## src/hdl/daas_pkg.sv

```systemverilog
// ============================================================================
// daas_pkg
// Shared widths, register codes, reset values and types of the dual ADC
// average, speed and angle block.
// ============================================================================
package daas_pkg;

    localparam int DAAS_WINDOW = 8;

    localparam int SAMPLE_W = 10;
    localparam int SPAN_W   = 8;
    localparam int FS_W     = 10;
    localparam int SCALED_W = 8;
    localparam int PROD_W   = SAMPLE_W + SPAN_W;
    localparam int MAG_W    = 7;

    localparam int CFG_IDX_W  = 2;
    localparam int CFG_DATA_W = 10;

    localparam logic [CFG_IDX_W-1:0] CFG_SPEED_SPAN = 2'd0;
    localparam logic [CFG_IDX_W-1:0] CFG_SPEED_FS   = 2'd1;
    localparam logic [CFG_IDX_W-1:0] CFG_ANGLE_SPAN = 2'd2;
    localparam logic [CFG_IDX_W-1:0] CFG_ANGLE_FS   = 2'd3;

    localparam logic [SPAN_W-1:0] SPEED_SPAN_RST = 8'd198;
    localparam logic [FS_W-1:0]   SPEED_FS_RST   = 10'd1023;
    localparam logic [SPAN_W-1:0] ANGLE_SPAN_RST = 8'd180;
    localparam logic [FS_W-1:0]   ANGLE_FS_RST   = 10'd1023;

    typedef enum logic [2:0] {
        LANE_IDLE,
        LANE_UPDATE,
        LANE_AVG,
        LANE_SCALE,
        LANE_DIV_SCALE,
        LANE_DONE
    } lane_state_t;

    typedef struct packed {
        logic start;
        logic take;
    } lane_ctrl_t;

    typedef struct packed {
        logic                done;
        logic [SCALED_W-1:0] result;
    } lane_stat_t;

endpackage

```

## src/hdl/daas_lane.sv

```systemverilog
// ============================================================================
// daas_lane
// One channel: sample ring, running sum, a reciprocal multiply for the window
// average and a restoring divider for the full-scale ratio.
// ============================================================================
module daas_lane
    import daas_pkg::*;
#(
    parameter int WINDOW = DAAS_WINDOW
)
(
    input  logic                       clk,
    input  logic                       rst_n,
    input  lane_ctrl_t                 ctrl,
    input  logic [SAMPLE_W-1:0]        sample,
    input  logic [$clog2(WINDOW)-1:0]  idx,
    input  logic [SPAN_W-1:0]          span,
    input  logic [FS_W-1:0]            full_scale,
    output lane_stat_t                 stat
);

    localparam int POS_W = $clog2(WINDOW);
    localparam int SUMW  = $clog2(((1 << SAMPLE_W) - 1) * WINDOW + 1);
    localparam int CNT_W = $clog2(PROD_W + 1);
    localparam logic [SUMW-1:0] SUM_MAX = SUMW'(((1 << SAMPLE_W) - 1) * WINDOW);

    // Rounded-up reciprocal of the window; the shifted product equals the
    // floor of sum / WINDOW for every sum that fits in SUMW bits.
    localparam int RECIP_K = SUMW + POS_W;
    localparam int RECIP_W = SUMW + 2;
    localparam int AVG_PW  = SUMW + RECIP_W;
    localparam logic [RECIP_W-1:0] RECIP_M =
        RECIP_W'(((1 << RECIP_K) + WINDOW - 1) / WINDOW);

    lane_state_t         state_reg, state_next;
    logic [WINDOW-1:0]   valid_reg;
    logic [SUMW-1:0]     sum_reg;
    logic [SUMW-1:0]     sum_next;
    logic [CNT_W-1:0]    cnt_reg;

    logic [SAMPLE_W-1:0] ring_mem [WINDOW];
    logic [SAMPLE_W-1:0] old_reg;
    logic [SAMPLE_W-1:0] sample_reg;
    logic [POS_W-1:0]    idx_reg;
    logic [SAMPLE_W-1:0] avg_reg;
    logic [PROD_W-1:0]   quo_reg;
    logic [FS_W-1:0]     rem_reg;

    logic [FS_W-1:0]     fs_eff;
    logic [FS_W:0]       trial;
    logic [FS_W:0]       trial_diff;
    logic                trial_ge;
    logic [AVG_PW-1:0]   avg_prod;
    logic [SAMPLE_W-1:0] avg_sat;
    logic [PROD_W-1:0]   prod;

    // A full-scale register of zero behaves as one.
    assign fs_eff     = (full_scale == '0) ? FS_W'(1) : full_scale;
    assign trial      = {rem_reg, quo_reg[PROD_W-1]};
    assign trial_ge   = (trial >= {1'b0, fs_eff});
    assign trial_diff = trial - {1'b0, fs_eff};

    assign sum_next = sum_reg - SUMW'(old_reg) + SUMW'(sample_reg);
    assign avg_prod = AVG_PW'(sum_reg) * AVG_PW'(RECIP_M);

    assign avg_sat = (avg_reg > fs_eff) ? fs_eff : avg_reg;
    assign prod    = PROD_W'(avg_sat) * PROD_W'(span);

    always_comb
    begin
        state_next  = state_reg;
        stat.done   = 1'b0;
        stat.result = quo_reg[SCALED_W-1:0];
        unique case (state_reg)
            LANE_IDLE:
            begin
                if (ctrl.start)
                begin
                    state_next = LANE_UPDATE;
                end
            end
            LANE_UPDATE:
            begin
                state_next = LANE_AVG;
            end
            LANE_AVG:
            begin
                state_next = LANE_SCALE;
            end
            LANE_SCALE:
            begin
                state_next = LANE_DIV_SCALE;
            end
            LANE_DIV_SCALE:
            begin
                if (cnt_reg == CNT_W'(1))
                begin
                    state_next = LANE_DONE;
                end
            end
            LANE_DONE:
            begin
                stat.done = 1'b1;
                if (ctrl.take)
                begin
                    state_next = LANE_IDLE;
                end
            end
            default:
            begin
                state_next = LANE_IDLE;
            end
        endcase
    end

    always_ff @(posedge clk or negedge rst_n)
    begin
        if (!rst_n)
        begin
            state_reg <= LANE_IDLE;
            valid_reg <= '0;
            sum_reg   <= '0;
            cnt_reg   <= '0;
        end
        else
        begin
            state_reg <= state_next;
            case (state_reg)
                LANE_UPDATE:
                begin
                    sum_reg            <= sum_next;
                    valid_reg[idx_reg] <= 1'b1;
                end
                LANE_SCALE:
                begin
                    cnt_reg <= CNT_W'(PROD_W);
                end
                LANE_DIV_SCALE:
                begin
                    cnt_reg <= cnt_reg - CNT_W'(1);
                end
                default:
                begin
                end
            endcase
        end
    end

    // Ring storage and divider datapath. Entries never written read as zero
    // through the valid bits.
    always_ff @(posedge clk)
    begin
        case (state_reg)
            LANE_IDLE:
            begin
                if (ctrl.start)
                begin
                    sample_reg <= sample;
                    idx_reg    <= idx;
                    old_reg    <= valid_reg[idx] ? ring_mem[idx] : '0;
                end
            end
            LANE_UPDATE:
            begin
                ring_mem[idx_reg] <= sample_reg;
            end
            LANE_AVG:
            begin
                avg_reg <= avg_prod[RECIP_K +: SAMPLE_W];
            end
            LANE_SCALE:
            begin
                quo_reg <= prod;
                rem_reg <= '0;
            end
            LANE_DIV_SCALE:
            begin
                quo_reg <= {quo_reg[PROD_W-2:0], trial_ge};
                rem_reg <= trial_ge ? trial_diff[FS_W-1:0] : trial[FS_W-1:0];
            end
            default:
            begin
            end
        endcase
    end

    assert property (@(posedge clk) disable iff (!rst_n)
        ctrl.start |-> (state_reg == LANE_IDLE))
        else $error("lane started while busy");

    assert property (@(posedge clk) disable iff (!rst_n)
        sum_reg <= SUM_MAX)
        else $error("running sum exceeds the ring capacity");

    assert property (@(posedge clk) disable iff (!rst_n)
        (state_reg == LANE_DONE && !ctrl.take) |=>
            (state_reg == LANE_DONE && $stable(quo_reg)))
        else $error("lane result lost before it was taken");

endmodule

```

## src/hdl/daas_merge.sv

```systemverilog
// ============================================================================
// daas_merge
// Combines the two lane results: centres the speed, saturates it to the
// signed byte range and derives its magnitude.
// ============================================================================
module daas_merge
    import daas_pkg::*;
(
    input  logic [SCALED_W-1:0]        speed_scaled,
    input  logic [SPAN_W-1:0]          speed_span,
    input  logic [SCALED_W-1:0]        angle_scaled,
    output logic signed [SCALED_W-1:0] speed_signed,
    output logic [MAG_W-1:0]           speed_magnitude,
    output logic [SCALED_W-1:0]        angle_value
);

    logic [SPAN_W-2:0]          half;
    logic signed [SCALED_W:0]   diff;
    logic signed [SCALED_W-1:0] sv;
    logic [SCALED_W-1:0]        sv_abs;

    assign half = speed_span[SPAN_W-1:1];
    assign diff = $signed({1'b0, speed_scaled}) - $signed({2'b00, half});

    // The lower bound of -127 is never passed, since the scaled value is
    // non-negative and half the span is at most 127.
    always_comb
    begin
        if (diff > $signed(9'sd127))
        begin
            sv = 8'sd127;
        end
        else
        begin
            sv = diff[SCALED_W-1:0];
        end
        sv_abs = sv[SCALED_W-1] ? (~sv + 8'd1) : sv;
    end

    assign speed_signed    = sv;
    assign speed_magnitude = sv_abs[MAG_W-1:0];
    assign angle_value     = angle_scaled;

endmodule

```

## src/hdl/dual_adc_average_speed_angle.sv

```systemverilog
// ============================================================================
// dual_adc_average_speed_angle
// Boxcar average of two ADC channels, scaled to a signed speed with its
// magnitude and to an angle.
// ============================================================================
//
//  Channel  Direction  Payload                                      Handshake
//  s        in         tdata: speed_sample[9:0], angle_sample[19:10] tvalid/tready
//  m        out        tdata: speed_signed[7:0], speed_magnitude[14:8],
//                             angle_value[22:15]                    tvalid/tready
//  cfg      in         cfg_index, cfg_data                          cfg_wen
//
//  Each transaction passes, from acceptance to the output register, through the
//  ring update, the window average by reciprocal multiply, the scaling product,
//  the restoring divide by the full-scale register, and the hand-off. A new input
//  transaction is accepted the cycle after both lanes hand their result to the
//  output register, so no new sample pair is taken while one is in flight;
//  a result still waiting on m_tready holds the lanes done.
//  Reset clears the rings (through valid bits), sums and ring position at once.
// ============================================================================
module dual_adc_average_speed_angle
    import daas_pkg::*;
#(
    parameter int WINDOW = DAAS_WINDOW
)
(
    input  logic                  clk,
    input  logic                  rst_n,
    input  logic                  s_tvalid,
    output logic                  s_tready,
    input  logic [23:0]           s_tdata,   // speed_sample, angle_sample, zero pad
    output logic                  m_tvalid,
    input  logic                  m_tready,
    output logic [23:0]           m_tdata,   // speed_signed, speed_magnitude,
                                             // angle_value, zero pad
    input  logic                  cfg_wen,
    input  logic [CFG_IDX_W-1:0]  cfg_index,
    input  logic [CFG_DATA_W-1:0] cfg_data
);

    localparam int POS_W = $clog2(WINDOW);

    logic [SPAN_W-1:0] speed_span_reg;
    logic [FS_W-1:0]   speed_fs_reg;
    logic [SPAN_W-1:0] angle_span_reg;
    logic [FS_W-1:0]   angle_fs_reg;

    logic [POS_W-1:0]  pos_reg;
    logic              busy_reg;
    logic              m_tvalid_reg;
    logic [23:0]       m_tdata_reg;

    logic              in_acc;
    logic              take;
    lane_ctrl_t        lane_ctrl;
    lane_stat_t        speed_stat;
    lane_stat_t        angle_stat;

    logic signed [SCALED_W-1:0] speed_signed;
    logic [MAG_W-1:0]           speed_magnitude;
    logic [SCALED_W-1:0]        angle_value;

    assign s_tready = !busy_reg;
    assign in_acc   = s_tvalid && s_tready;
    assign take     = speed_stat.done && angle_stat.done && (!m_tvalid_reg || m_tready);

    assign lane_ctrl.start = in_acc;
    assign lane_ctrl.take  = take;

    daas_lane #(
        .WINDOW (WINDOW)
    ) u_speed_lane (
        .clk        (clk),
        .rst_n      (rst_n),
        .ctrl       (lane_ctrl),
        .sample     (s_tdata[SAMPLE_W-1:0]),
        .idx        (pos_reg),
        .span       (speed_span_reg),
        .full_scale (speed_fs_reg),
        .stat       (speed_stat)
    );

    daas_lane #(
        .WINDOW (WINDOW)
    ) u_angle_lane (
        .clk        (clk),
        .rst_n      (rst_n),
        .ctrl       (lane_ctrl),
        .sample     (s_tdata[2*SAMPLE_W-1:SAMPLE_W]),
        .idx        (pos_reg),
        .span       (angle_span_reg),
        .full_scale (angle_fs_reg),
        .stat       (angle_stat)
    );

    daas_merge u_merge (
        .speed_scaled    (speed_stat.result),
        .speed_span      (speed_span_reg),
        .angle_scaled    (angle_stat.result),
        .speed_signed    (speed_signed),
        .speed_magnitude (speed_magnitude),
        .angle_value     (angle_value)
    );

    always_ff @(posedge clk or negedge rst_n)
    begin
        if (!rst_n)
        begin
            speed_span_reg <= SPEED_SPAN_RST;
            speed_fs_reg   <= SPEED_FS_RST;
            angle_span_reg <= ANGLE_SPAN_RST;
            angle_fs_reg   <= ANGLE_FS_RST;
        end
        else if (cfg_wen)
        begin
            unique case (cfg_index)
                CFG_SPEED_SPAN: speed_span_reg <= cfg_data[SPAN_W-1:0];
                CFG_SPEED_FS:   speed_fs_reg   <= cfg_data[FS_W-1:0];
                CFG_ANGLE_SPAN: angle_span_reg <= cfg_data[SPAN_W-1:0];
                CFG_ANGLE_FS:   angle_fs_reg   <= cfg_data[FS_W-1:0];
                default:
                begin
                end
            endcase
        end
    end

    always_ff @(posedge clk or negedge rst_n)
    begin
        if (!rst_n)
        begin
            pos_reg      <= '0;
            busy_reg     <= 1'b0;
            m_tvalid_reg <= 1'b0;
        end
        else
        begin
            if (in_acc)
            begin
                busy_reg <= 1'b1;
                if (pos_reg == POS_W'(WINDOW - 1))
                begin
                    pos_reg <= '0;
                end
                else
                begin
                    pos_reg <= pos_reg + POS_W'(1);
                end
            end
            else if (take)
            begin
                busy_reg <= 1'b0;
            end

            if (take)
            begin
                m_tvalid_reg <= 1'b1;
            end
            else if (m_tready)
            begin
                m_tvalid_reg <= 1'b0;
            end
        end
    end

    always_ff @(posedge clk)
    begin
        if (take)
        begin
            m_tdata_reg <= {1'b0, angle_value, speed_magnitude, speed_signed};
        end
    end

    assign m_tvalid = m_tvalid_reg;
    assign m_tdata  = m_tdata_reg;

    assert property (@(posedge clk) disable iff (!rst_n)
        speed_stat.done == angle_stat.done)
        else $error("speed and angle lanes out of step");

    assert property (@(posedge clk) disable iff (!rst_n)
        (m_tvalid_reg && !m_tready) |-> !take)
        else $error("pending output overwritten");

    assert property (@(posedge clk) disable iff (!rst_n)
        take |-> busy_reg)
        else $error("result delivered with no transaction in flight");

endmodule

```

## config.mk

```make
export PLATFORM = sky130hd
export DESIGN_NAME = dual_adc_average_speed_angle
export DESIGN_NICKNAME = d
export VERILOG_FILES = /design/src/hdl/daas_pkg.sv /design/src/hdl/daas_lane.sv /design/src/hdl/daas_merge.sv /design/src/hdl/dual_adc_average_speed_angle.sv
export SDC_FILE = /design/constraint.sdc
export NUM_CORES = 1
export LEC_CHECK = 0
export BUFFER_PORTS_ARGS = -buffer_cell sky130_fd_sc_hd__buf_2
export CORE_UTILIZATION = 39
export CTS_BUF_LIST = sky130_fd_sc_hd__clkbuf_4 sky130_fd_sc_hd__clkbuf_8 sky130_fd_sc_hd__clkbuf_16
export CTS_CLUSTER_SIZE = 8
export DETAILED_ROUTE_END_ITERATION = 8
export PLACE_DENSITY_LB_ADDON = 0.1
export SYNTH_ARGS = -nofsm -noshare
export SYNTH_HDL_FRONTEND = slang
export SYNTH_SLANG_ARGS = --single-unit
```

## constraint.sdc

```tcl
create_clock -name clk -period 6.3 [get_ports clk]
set_clock_uncertainty 0.1 [all_clocks]
set_input_delay 0.63 -clock clk [delete_from_list [all_inputs] [get_ports clk]]
set_output_delay 0.63 -clock clk [all_outputs]
set_load 0.05 [all_outputs]
```

==> impl_results.md <==
- Rel. slew slack: 19.9%
- Worst path most repeated cell: fa_1
- Final setup vio count: 3
- Min Tclk post-route: 6.38 ns
- CP Capture Type: flip-flop
- Initial antenna violation count: 2
- Routed Antenna Nets: 0
- Final weighted congestion in routability-driven placement: 0.803
- Seq cells post-synth: 403
- Kind of critical path: flip-flop to flip-flop
- Drt first-iter violations: 550
- Num CTS Buffers: 57
- DP HPWL: 37,000 um
- Worst EP arrival: 6.60 ns
- Leading cell type by number of instances after synthesis: edfxtp_1
- Place WS: -0.294 ns
- Area Overhead vs Synth: 21.1%
- CP Max Fanout: 5
- Critical Path Start: angle_fs_reg[8]
- Worst setup SP type: flip-flop
- Routed WL: 53,000 um
- Die area: 63,000 sq um
- First-pass GRT wire length: 86,600 um
- Main flop type after synthesis: edfxtp_1
- EDFF count, synth: 304
- FMAX: 0.157 GHz
- Vias in the first global route: 16,300
- Status: finished, violations left
- Row Count: 90
- IO Port Bufs: 61
- Largest net degree at the start of global routing: 68
- IO Pins: 67
- Hold WS: 0.0852 ns
- Async SR Flop Fraction: 24.6%
- Via density: 5.01
- H-tree levels: 2
- Post-Syn Area: 24,200 sq um
- Non-filler cells, final: 3,070
- WP data required: 6.52 ns
- Die Y: 251 um
- CP max stage cell: fa_1
- Least-Margin Pin Slew: 1.17 ns
- RSZ-0062 raised after global routing: true
- # DRC: 0
- Max Buffers Root-to-Sink: 3
- Reg clk slew, reported paths: 0.06 ns
- Fin crit share: 101%
- Hold Crit Class: input pin to flip-flop
- Inst Count DP: 2,924
- Sequential cell area fraction in the yosys report: 48.1%
- Starting density of the core: 39.8%
- Failing checks: setup timing
- Synth unique cells: 74
- WL/cell: 17.3 um
- Worst r2r src: angle_fs_reg[8]
- Clock tree root driver cell: clkbuf_16
- Final Hold Viols: 0
- Core Region: 60,800 sq um
- YS warnings: 0
- Final #Nets: 2,554
- CP peak stage delay: 0.54 ns
- Share of layout cells above drive strength 1: 26.4%
- Syn_area_per_cell: 12.1 sq um
- Syn Nets: 2,321
- Via count: 15,400
- All-Layer GR Usage: 17.3%
- Post-synth top cells: 304 x edfxtp_1, 255 x inv_1, 156 x ha_1
- CTS tree: built
- CTS sink cnt: 403
- Min-Delay Startpoint: s_tdata[13]
- Die width: 251 um
- Clock insertion delay at the later pin of the skew report: 0.63 ns
- DRT Pass-1 Iters: 5
- Pins over their slew limit: 0
- Top post-synthesis cells by area: edfxtp_1 38%, fa_1 9.9%, ha_1 8.1%
- GRT overflow: 0
- Area share of the leading cell type in the synthesized netlist: 37.8%
- Post-Syn Instances: 2,005
- Max-Cap Viols: 0
- Fin worst setup slack: -0.0796 ns
- Post-synth top area cell: edfxtp_1
[worst max-delay path, delay by kind of cell, from the launching register on]
family	cells	cell delay [ns]
adders and majority gates	6	2.51
AOI/OAI and AO/OA	7	1.59
and+or+nand+nor	5	0.59
buffers and inverters	5	0.45
DFF	1	0.39
muxes	1	0.26
xor gates and xnor gates	1	0.17
[per-stage QoR]
| step | cell area [sq um] | util, % | setup TNS [ns] |
|---|---|---|---|
| 2_1_floorplan | 24300 | - | 0 |
| 3_3_place_gp | 26500 | 43.5 | -1.21 |
| 3_5_place_dp | 26500 | 43.5 | -1.69 |
| 4_1_cts | 29000 | 47.6 | 0 |
| 5_1_grt | 29300 | 48.1 | -1.94 |
| 6_report | 29300 | 48.2 | -0.175 |
[path summary, 6_finish.rpt]
check,slack [ns],depth (start not counted),end
setup / recovery,-0.08,25,u_angle_lane.quo_reg[14]
hold / removal,0.09,1,u_angle_lane.sample_reg[3]
setup reg to reg,-0.08,25,u_angle_lane.quo_reg[14]
hold reg to reg,0.35,0,m_tdata[15]
max in group asynchronous,4.41,3,angle_span_reg[3]
min in group asynchronous,0.39,2,u_angle_lane.sum_reg[0]
[layout make-up]
type / instances / area [sq um]
clock inverter: 4 / 58.8
multi-input combinational: 1285 / 12100
antenna: 1 / 2.50
tap: 782 / 978
inverter: 258 / 968
timing repair buffer: 233 / 1720
clock buffer: 104 / 1810
sequential: 403 / 11600
fill: 5520 / 31500
[cells by family (layout without fill, tap and decap cells)]
family	after synthesis	in the layout	share of synthesized area [%]
buffers and inverters	318	599	5.05
and+or+nand+nor	534	535	11.0
adders and majority gates	275	275	17.9
other	1	2	0.0155
muxes	123	123	7.68
xor gates and xnor gates	66	66	2.39
AOI/OAI and AO/OA	285	285	7.75
DFF	403	403	48.1
[cell usage in the layout (no fill, tap or decap), types with 18 or more instances in the layout]
| cell | count |
|---|---|
| a21o_1 | 32 |
| a21oi_1 | 57 |
| buf_2 | 60 |
| buf_4 | 147 |
| buf_6 | 23 |
| clkbuf_16 | 58 |
| clkbuf_4 | 44 |
| dfrtp_1 | 69 |
| dfstp_2 | 28 |
| edfxtp_1 | 304 |
| fa_1 | 114 |
| ha_1 | 135 |
| inv_1 | 237 |
| inv_2 | 18 |
| mux2_2 | 30 |
| mux2i_1 | 31 |
| mux4_2 | 44 |
| nand2_1 | 114 |
| nand2b_1 | 34 |
| nor2_1 | 142 |
| nor2b_1 | 95 |
| nor3_1 | 30 |
| o21ai_0 | 68 |
| or2_2 | 21 |
| xnor2_1 | 33 |
| xor2_1 | 30 |
[routing by layer]
| layer | wire, um | GRT usage (%) | vias to the layer above |
|---|---|---|---|
| met3 | 1960 | 2.68 | 59 |
| met2 | 25000 | 28.3 | 225 |
| met1 | 25200 | 23.9 | 7633 |
| met5 | 11 | 0 | - |
| li1 | - | - | 7472 |
| met4 | 898 | 4.62 | 2 |
[timing repair]
item                                   4_1_cts  5_1_grt
setup buffers                               23       11
endpoints found under the hold margin       32        0
pin swaps                                   64       70
gates resized for setup                     69       67
cloned                                       2        0
hold buffers                                 1        0
setup endpoints to repair                   12       14
Power is left out: the tool's default activity adds up to more than one toggle a clock period on the data nets, which glitch-free logic cannot reach.
